## config.mk

```make
export PLATFORM = sky130hd
export DESIGN_NAME = vram_update_record_decoder_flat
export DESIGN_NICKNAME = d
export VERILOG_FILES = /design/src/hdl/vurd_pkg.sv /design/src/hdl/vurd_stream_if.sv /design/src/hdl/vram_update_record_decoder.sv /design/src/flat_wrapper.sv
export SDC_FILE = /design/constraint.sdc
export NUM_CORES = 1
export LEC_CHECK = 0
export BUFFER_PORTS_ARGS = -buffer_cell sky130_fd_sc_hd__buf_2
export CAP_MARGIN = 20
export CORE_ASPECT_RATIO = 1.5
export CORE_MARGIN = 3
export CORE_UTILIZATION = 25
export CTS_CLUSTER_SIZE = 16
export DETAILED_ROUTE_END_ITERATION = 7
export PLACE_DENSITY = 0.45
export SKIP_CTS_REPAIR_TIMING = 1
export SYNTH_ARGS = -nofsm -noshare
export SYNTH_HDL_FRONTEND = slang
export SYNTH_SLANG_ARGS = --single-unit
export TNS_END_PERCENT = 10
```

## constraint.sdc

```tcl
create_clock -name clk -period 6.16 [get_ports clk]
set_input_delay 0 -clock clk [delete_from_list [all_inputs] [get_ports clk]]
set_output_delay 0 -clock clk [all_outputs]
set_load 0.01 [all_outputs]
```

## src/hdl/vurd_pkg.sv

```systemverilog
package vurd_pkg;

	localparam logic [7:0] MARKER_BYTE = 8'hFF;

	localparam logic [1:0] PH_HIGH = 2'd0;
	localparam logic [1:0] PH_LOW  = 2'd1;
	localparam logic [1:0] PH_DATA = 2'd2;
	localparam logic [1:0] PH_MARK = 2'd3;

	typedef struct packed {
		logic [7:0] buffer_byte;
		logic       end_of_buffer;
	} update_beat_t;

	typedef struct packed {
		logic [15:0] write_address;
		logic [7:0]  write_data;
	} write_beat_t;

endpackage

```

## src/hdl/vurd_stream_if.sv

```systemverilog
interface vurd_stream_if #(
	parameter type T = logic
);
	logic valid;
	logic ready;
	T     data;

	modport source (output valid, output data, input ready);
	modport sink (input valid, input data, output ready);
endinterface

```

## src/hdl/vram_update_record_decoder.sv

```systemverilog
// Video memory update record decoder.
// The updates channel carries one byte of the update buffer per beat, with
// end_of_buffer set on the last byte of a batch. Records are an address high
// byte, an address low byte and data bytes ended by a single 0xFF marker; a
// doubled 0xFF stands for a data byte of 0xFF.
// The writes channel carries one beat of write_address and write_data for
// every data byte, in buffer order; marker and address bytes give no beat.
// A byte is taken into an input register, parsed against the current phase
// and address, and its write is registered in an output register, from
// which it is offered on the writes channel.
// Throughput is one byte per cycle, set by the single parse stage, while the writes channel does not stall.
// When the receiver stalls, the pending write holds and the input register
// keeps accepting bytes that give no write; a byte that gives a write waits
// in the input register, and updates.ready drops until the output frees.
// end_of_buffer returns the parser to the address high byte phase with
// address zero after its byte. Reset does the same and empties both stages.
module vram_update_record_decoder
	import vurd_pkg::*;
(
	input  logic                clk,
	input  logic                arst_n,
	vurd_stream_if.sink         updates,
	vurd_stream_if.source       writes
);

	logic         valid_s1;
	update_beat_t beat_s1;

	logic [1:0]   phase_q;
	logic [15:0]  addr_q;
	logic         res_valid_q;
	write_beat_t  res_q;

	logic [1:0]   phase_n;
	logic [15:0]  addr_n;
	logic         emit;
	write_beat_t  res_n;
	logic         adv;
	logic         take;

	always_comb begin
		phase_n = phase_q;
		addr_n  = addr_q;
		emit    = 1'b0;
		res_n.write_address = addr_q;
		res_n.write_data    = beat_s1.buffer_byte;
		case (phase_q)
			PH_HIGH: begin
				addr_n  = {beat_s1.buffer_byte, 8'h00};
				phase_n = PH_LOW;
			end
			PH_LOW: begin
				addr_n  = {addr_q[15:8], beat_s1.buffer_byte};
				phase_n = PH_DATA;
			end
			PH_DATA: begin
				if (beat_s1.buffer_byte == MARKER_BYTE) begin
					phase_n = PH_MARK;
				end else begin
					emit   = 1'b1;
					addr_n = addr_q + 16'd1;
				end
			end
			PH_MARK: begin
				if (beat_s1.buffer_byte == MARKER_BYTE) begin
					emit    = 1'b1;
					addr_n  = addr_q + 16'd1;
					phase_n = PH_DATA;
				end else begin
					addr_n  = {beat_s1.buffer_byte, 8'h00};
					phase_n = PH_LOW;
				end
			end
			default: begin
				phase_n = PH_HIGH;
			end
		endcase
		if (beat_s1.end_of_buffer) begin
			phase_n = PH_HIGH;
			addr_n  = 16'h0000;
		end
	end

	assign adv           = valid_s1 && (!emit || !res_valid_q || writes.ready);
	assign updates.ready = !valid_s1 || adv;
	assign take          = updates.valid && updates.ready;

	always_ff @(posedge clk or negedge arst_n) begin
		if (!arst_n) begin
			valid_s1 <= 1'b0;
		end else if (take) begin
			valid_s1 <= 1'b1;
		end else if (adv) begin
			valid_s1 <= 1'b0;
		end
	end

	always_ff @(posedge clk) begin
		if (take) begin
			beat_s1 <= updates.data;
		end
	end

	always_ff @(posedge clk or negedge arst_n) begin
		if (!arst_n) begin
			phase_q <= PH_HIGH;
			addr_q  <= 16'h0000;
		end else if (adv) begin
			phase_q <= phase_n;
			addr_q  <= addr_n;
		end
	end

	always_ff @(posedge clk or negedge arst_n) begin
		if (!arst_n) begin
			res_valid_q <= 1'b0;
		end else if (adv && emit) begin
			res_valid_q <= 1'b1;
		end else if (writes.ready) begin
			res_valid_q <= 1'b0;
		end
	end

	always_ff @(posedge clk) begin
		if (adv && emit) begin
			res_q <= res_n;
		end
	end

	assign writes.valid = res_valid_q;
	assign writes.data  = res_q;

endmodule

```

## src/flat_wrapper.sv

```systemverilog
// flat-port wrapper written by rule: the top's interface ports become plain ports
module vram_update_record_decoder_flat import vurd_pkg::*;
  (clk, arst_n, updates_valid, updates_data, updates_ready, writes_valid, writes_data, writes_ready);
  vurd_stream_if #(.T(update_beat_t)) updates_i ();
  vurd_stream_if #(.T(write_beat_t)) writes_i ();
  input  logic clk;
  input  logic arst_n;
  input wire logic [$bits(updates_i.valid)-1:0] updates_valid;
  input wire logic [$bits(updates_i.data)-1:0] updates_data;
  output wire logic [$bits(updates_i.ready)-1:0] updates_ready;
  output wire logic [$bits(writes_i.valid)-1:0] writes_valid;
  output wire logic [$bits(writes_i.data)-1:0] writes_data;
  input wire logic [$bits(writes_i.ready)-1:0] writes_ready;
  assign updates_i.valid = updates_valid;
  assign updates_i.data = updates_data;
  assign updates_ready = updates_i.ready;
  assign writes_valid = writes_i.valid;
  assign writes_data = writes_i.data;
  assign writes_i.ready = writes_ready;
  vram_update_record_decoder u_core (.clk(clk), .arst_n(arst_n), .updates(updates_i), .writes(writes_i));
endmodule
```

-- Word-level counts from Yosys, hierarchy flattened
Cells that the tools add are included.
Widths: inputs -> output; s select.
- register bits after elaboration: 53
- logic and storage cells: 47
- output and inout bits: 26
- eq/ne operators: 7
- reductions and logical operators: 15
- multiplexer cells: 15
- add/sub/neg operators: 1
- operator list (operator ; number):
    $pmux 16 s4 ; 1
    $mux 16 ; 3
    $add 16x1->16 const B ; 1
    $eq 8x8->1 const B ; 1
    $pmux 2 s4 ; 1
    $mux 1 ; 6
    $mux 2 ; 3
    $eq 2x2->1 const B ; 2
    $reduce_and 2->1 ; 2
    $reduce_bool 2->1 ; 2
    $logic_and 1x1->1 ; 3
    $logic_not 1->1 ; 3
    $logic_or 1x1->1 ; 3
    $ne 3x1->1 const B ; 1
    $ne 3x2->1 const B ; 1
    $reduce_and 3->1 ; 1
    $eq 2x1->1 const B ; 1
    $logic_not 2->1 ; 1
    $ne 2x1->1 const B ; 1
    $pmux 1 s2 ; 1

-- Longest topological paths before layout
- word-level depth: 10
- depth in mapped cells: 7

-- Worst setup path before layout
OpenSTA, ideal clock, no wires.
- path kind: reg2reg
- start: register u_core.beat_s1[4] (netlist name)
- end: register u_core.res_q (netlist bit u_core.writes.data[0]) (enable)
- arrival time: 1660 ps
- clock period less this slack: 2042 ps
- required time: 5777 ps
- setup time: 383 ps
- cell stages (with the launch flop): 5
- path slack: 4118 ps
- path through: edfxtp_1 > nand4_1 > o21a_1 > nor2_1 > and4_1
- longest elaborated chain between the ends: 8
- elaborated cells on any way between the ends: 9
- those cells by class: 1 x eq/ne; 3 x mux; 5 x reduce/logical
- RTL lines (what ; line ; source):
    start, declared ; vram_update_record_decoder.sv:27 ; update_beat_t beat_s1;
    start signal, assigned ; vram_update_record_decoder.sv:100 ; beat_s1 <= updates.data;
    $eq 8x8->1 (*) ; vram_update_record_decoder.sv:57, vram_update_record_decoder.sv:65 ;
    $mux 1, on equally long branches ; vram_update_record_decoder.sv:65, vram_update_record_decoder.sv:57 ;
    $pmux 1 s2 (*) ; vram_update_record_decoder.sv:47 ; case (phase_q)
    $logic_not 1->1 ; vram_update_record_decoder.sv:84 ; assign adv = valid_s1 && (!emit || !res_valid_q || writes.ready);
    $logic_or 1x1->1 (2 in series) ; vram_update_record_decoder.sv:84 ;
    $logic_and 1x1->1 ; vram_update_record_decoder.sv:84 ;
    $logic_and 1x1->1 (*) ; vram_update_record_decoder.sv:125 ; if (adv && emit) begin
    end signal, assigned ; vram_update_record_decoder.sv:126 ; res_q <= res_n;
    end, declared ; vram_update_record_decoder.sv:32 ; write_beat_t res_q;
Every way passes the cells marked *; elsewhere a longest branch is shown, timed or not.
A chain may end at the register's enable or synchronous reset.

-- Final worst setup path
- start: register u_core.phase_q[0]
- end: register u_core.addr_q[3]
- longest elaborated chain between the ends: 7
- elaborated cells on any way between the ends: 13
- those cells by class: 4 x eq/ne; 3 x mux; 6 x reduce/logical
- RTL lines (what ; line ; source):
    start, declared ; vram_update_record_decoder.sv:29 ; logic [1:0] phase_q;
    start signal, assigned ; vram_update_record_decoder.sv:109 ; phase_q <= phase_n;
    $eq 2x2->1 ; vram_update_record_decoder.sv:47 ;
    $pmux 1 s2 ; vram_update_record_decoder.sv:47 ;
    $logic_not 1->1 ; vram_update_record_decoder.sv:84 ;
    $logic_or 1x1->1 (2 in series) ; vram_update_record_decoder.sv:84 ;
    $logic_and 1x1->1 ; vram_update_record_decoder.sv:84 ;
    $reduce_and 2->1 (no line) ; n/a ;
    end signal, assigned ; vram_update_record_decoder.sv:110 ; addr_q <= addr_n;
    end, declared ; vram_update_record_decoder.sv:30 ; logic [15:0] addr_q;
Several ways; a longest one is shown, not always the timed one.

==> metrics <==
Die H approximately 130 µm; most frequently used flop master after synthesis edfxtp_1; Total GRT Usage 0.121; class of the tightest hold or removal check input pin to flip-flop; Critical Path Fanout Max 18; area growth from synthesis to layout 23.6%; Placeable Area around 9500 µm²; First DRT Iteration DRCs around 140; required time at the endpoint of the critical path between 6 and 7 ns; number of pins exceeding their max-slew limit in the final report 0; DIE AREA between 10,000 and 15,000 µm²; number of remaining DRC errors 0; start point of the worst min-delay path writes_ready; crit path kind flip-flop to flip-flop; static leakage around 1.2 nW; final design area excluding fillers 3070 µm²; worst slew pin tran about 0.8 ns; length in cells of the worst reg-to-reg path 5; number of flip-flops and latches in the synthesized netlist 53; htree depth 2; mapped cell area 2480 µm²; RSZ-0062 raised after global routing false; CP Cell Sequence inv_1, o211ai_1, o211ai_2, or3_1, o22ai_2; Setup Total Neg Slack 0 ns; Storage cell area 1490 µm²; total number of clock tree sinks 53; number of enable-type register cells in the synthesized netlist 33; number of global-route vias before repair 1,831; number of buffers added by the clock tree synthesis step 5; Worst R2R Setup Slack approximately 3.7 ns; number of standard cells in the final layout excluding fillers between 300 and 400; Max IR drop VDD roughly 0.14 mV; pwr/cell area roughly 350 nW/µm²; count of yosys warnings during synthesis 0; number of cells after detailed placement approximately 360; residual overflow from global routing 0; first-pass GRT wire length between 10 and 15 mm; Crit path arrival time 2.67 ns; routed len/inst approximately 18 µm; result of the run finished clean; combined area of the multi-input logic cells 930 µm²; clock-pin slew on the worst setup and hold paths 0.07 ns; filler cell count in the final layout ~990; root buf cell clkbuf_16; share of final-layout standard cells stronger than drive strength 1 0.216; number of failing setup endpoints in the final timing report 0; WHS Endpoint u_core.valid_s1$_DFFE_PN0P_; clock latency reported for the late side of the worst-skew pair a little under 0.3 ns; number of rows created at floorplan 43; delay of the slowest cell on the worst path just under 0.7 ns; fraction of registers with async set/reset 0.377; setup slack of the critical path after layout 3.71 ns; critical register-to-register path startpoint u_core.phase_q[0]$_DFFE_PN0P_; CTS Buffer Depth 2; number of cells on the worst hold path 4; Final min period 2.45 ns; share of synthesized area occupied by flip-flops and latches 0.600; endpoint of the lowest-slack register-to-register path u_core.addr_q[3]$_DFFE_PN0P_; Die W between 80 and 90 µm; Slowest cell on crit path dfrtp_1; vias 1,908; antenna violations before repair 0; Hold Vio Cnt, Final 0; crit path capture type flip-flop; Post-Place Worst Slack between 3 and 4 ns; headroom to the max-slew limit 0.466; max frequency ~0.4 GHz; clk_skew between 0.006 and 0.007 ns; clock tree from TritonCTS built; max-cap viol count 0; Avg Synthesized Cell Area around 12 µm²; top-level I/O count 39; initial standard-cell utilization of the core 0.262; Final Wtd Congestion 0.816; gate count after technology mapping about 210; startpoint type of the worst setup path flip-flop; distinct cell type count after synthesis 55; standard cell area after detailed placement 2790 µm²; synthesized net count roughly 230; portion of the clock cycle consumed by the worst path in the final layout 0.397; largest net degree at the start of global routing 30; half-perimeter wire length after detailed placement approximately 4.7 mm; DRT Pass-1 Iters 4; diodes inserted 0; total wirelength of the detailed-routed design between 6 and 7 mm; count of input and output buffers 38; Final ANT Viol Nets 0; total number of nets in the final design roughly 280; vias per cell 5.07
[where the power goes]
| group | internal, mW | total (mW) | switching [mW] | leakage (nW) |
|---|---|---|---|---|
| logic | 0.0909 | 0.228 | 0.137 | 0.493 |
| registers | 0.436 | 0.520 | 0.0838 | 0.578 |
| clock network | 0.193 | 0.318 | 0.125 | 0.0815 |
| total | 0.721 | 1.07 | 0.346 | 1.15 |
[Yosys cell counts, drive strengths merged, types with 2 or more instances]
master,n,area share
a31oi,7,0.018
nand3,6,0.012
nand2,17,0.026
inv,9,0.014
a22oi,4,0.012
and2,2,0.0050
o31ai,2,0.0060
o311ai,2,0.0071
xnor2,5,0.018
o21a,2,0.0060
o22ai,4,0.015
a32oi,3,0.011
nand2b,5,0.013
o2111ai,2,0.0071
or2,3,0.0076
a21oi,2,0.0040
o211ai,5,0.017
o21ai,15,0.030
dfrtp,20,0.20
clkbuf,3,0.0045
edfxtp,33,0.40
and4,4,0.015
or3,3,0.0081
maj3,3,0.012
nor3,4,0.0081
nor2b,2,0.0050
nor4,2,0.0050
nor2,15,0.023
nand4,8,0.023
buf,4,0.0075
[worst max-delay path, delay by kind of cell, from the launching register on]
| kind | cells | cell delay, ns |
|---|---|---|
| compound gates | 3 | 0.82 |
| buf+inv | 1 | 0.22 |
| flops | 1 | 0.68 |
| simple gates | 1 | 0.64 |
[per-layer routing]
layer | share of wire | track usage | vias up
met5 | 0 | 0 | -
met4 | 0.031 | 0.0551 | 0
met3 | 0.041 | 0.0206 | 13
met2 | 0.55 | 0.219 | 55
met1 | 0.38 | 0.135 | 915
li1 | - | - | 925
[state kept, by name, summed over array words and instances (netlist names)]
name	cells
u_core.writes.valid	1
u_core.beat_s1	9
u_core.writes.data	24
u_core.addr_q	16
u_core.valid_s1	1
u_core.phase_q	2
[area by class of cell]
cell class / instances / area share
Clock buffer: 6 / 0.0420
Clock inverter: 2 / 0.0126
Inverter: 9 / 0.0110
Multi-Input combinational cell: 144 / 0.303
Sequential cell: 53 / 0.486
Tap cell: 112 / 0.0456
Timing Repair Buffer: 50 / 0.100
[stage by stage]
step	total power [mW]	utilization	hold WS, ns
global route	1.13	0.324	0.212
CTS	1.07	0.313	-0.306
global placement	0.750	0.295	0.0105
finish	1.07	0.324	0.184
floorplan	0.665	-	-0.296
detailed placement	0.751	0.295	0.0131
[worst max path at each step]
stage	start	end	slack, ns	cells after the start
6_report	u_core.phase_q[0]$_DFFE_PN0P_	u_core.addr_q[3]$_DFFE_PN0P_	3.71	5
4_1_cts	u_core.beat_s1[7]$_DFFE_PP_	u_core.addr_q[3]$_DFFE_PN0P_	3.71	5
3_3_place_gp	u_core.beat_s1[6]$_DFFE_PP_	u_core.addr_q[3]$_DFFE_PN0P_	3.74	5
2_1_floorplan	u_core.beat_s1[4]$_DFFE_PP_	u_core.writes.data[0]$_DFFE_PP_	4.12	4
5_1_grt	u_core.phase_q[0]$_DFFE_PN0P_	u_core.addr_q[3]$_DFFE_PN0P_	3.53	5
3_5_place_dp	u_core.beat_s1[7]$_DFFE_PP_	u_core.addr_q[3]$_DFFE_PN0P_	3.73	5
[layout by cell type (no fill, tap or decap), types with 5 or more instances in the layout]
cell / netlist / routed
buf_2: 3 / 38
edfxtp_1: 33 / 33
dfrtp_1: 20 / 20
nand2_1: 17 / 17
nor2_1: 15 / 15
dlygate4sd3_1: 0 / 11
inv_1: 9 / 9
o21ai_0: 8 / 8
nand4_1: 7 / 7
a31oi_1: 7 / 7
o21ai_1: 7 / 7
nand3_1: 6 / 6
nand2b_1: 5 / 5
xnor2_1: 5 / 5
clkbuf_16: 0 / 5
[cell families (layout without fill, tap and decap cells)]
group	count (synthesis)	in the layout	share of synthesized area
simple gates	77	77	0.171
xor+xnor	5	5	0.0176
buf+inv	16	67	0.0257
mux	1	1	0.00403
flops	53	53	0.600
fa+ha+maj	4	4	0.0171
compound gates	57	57	0.165
No activity file was read; power rests on OpenSTA's default activity.
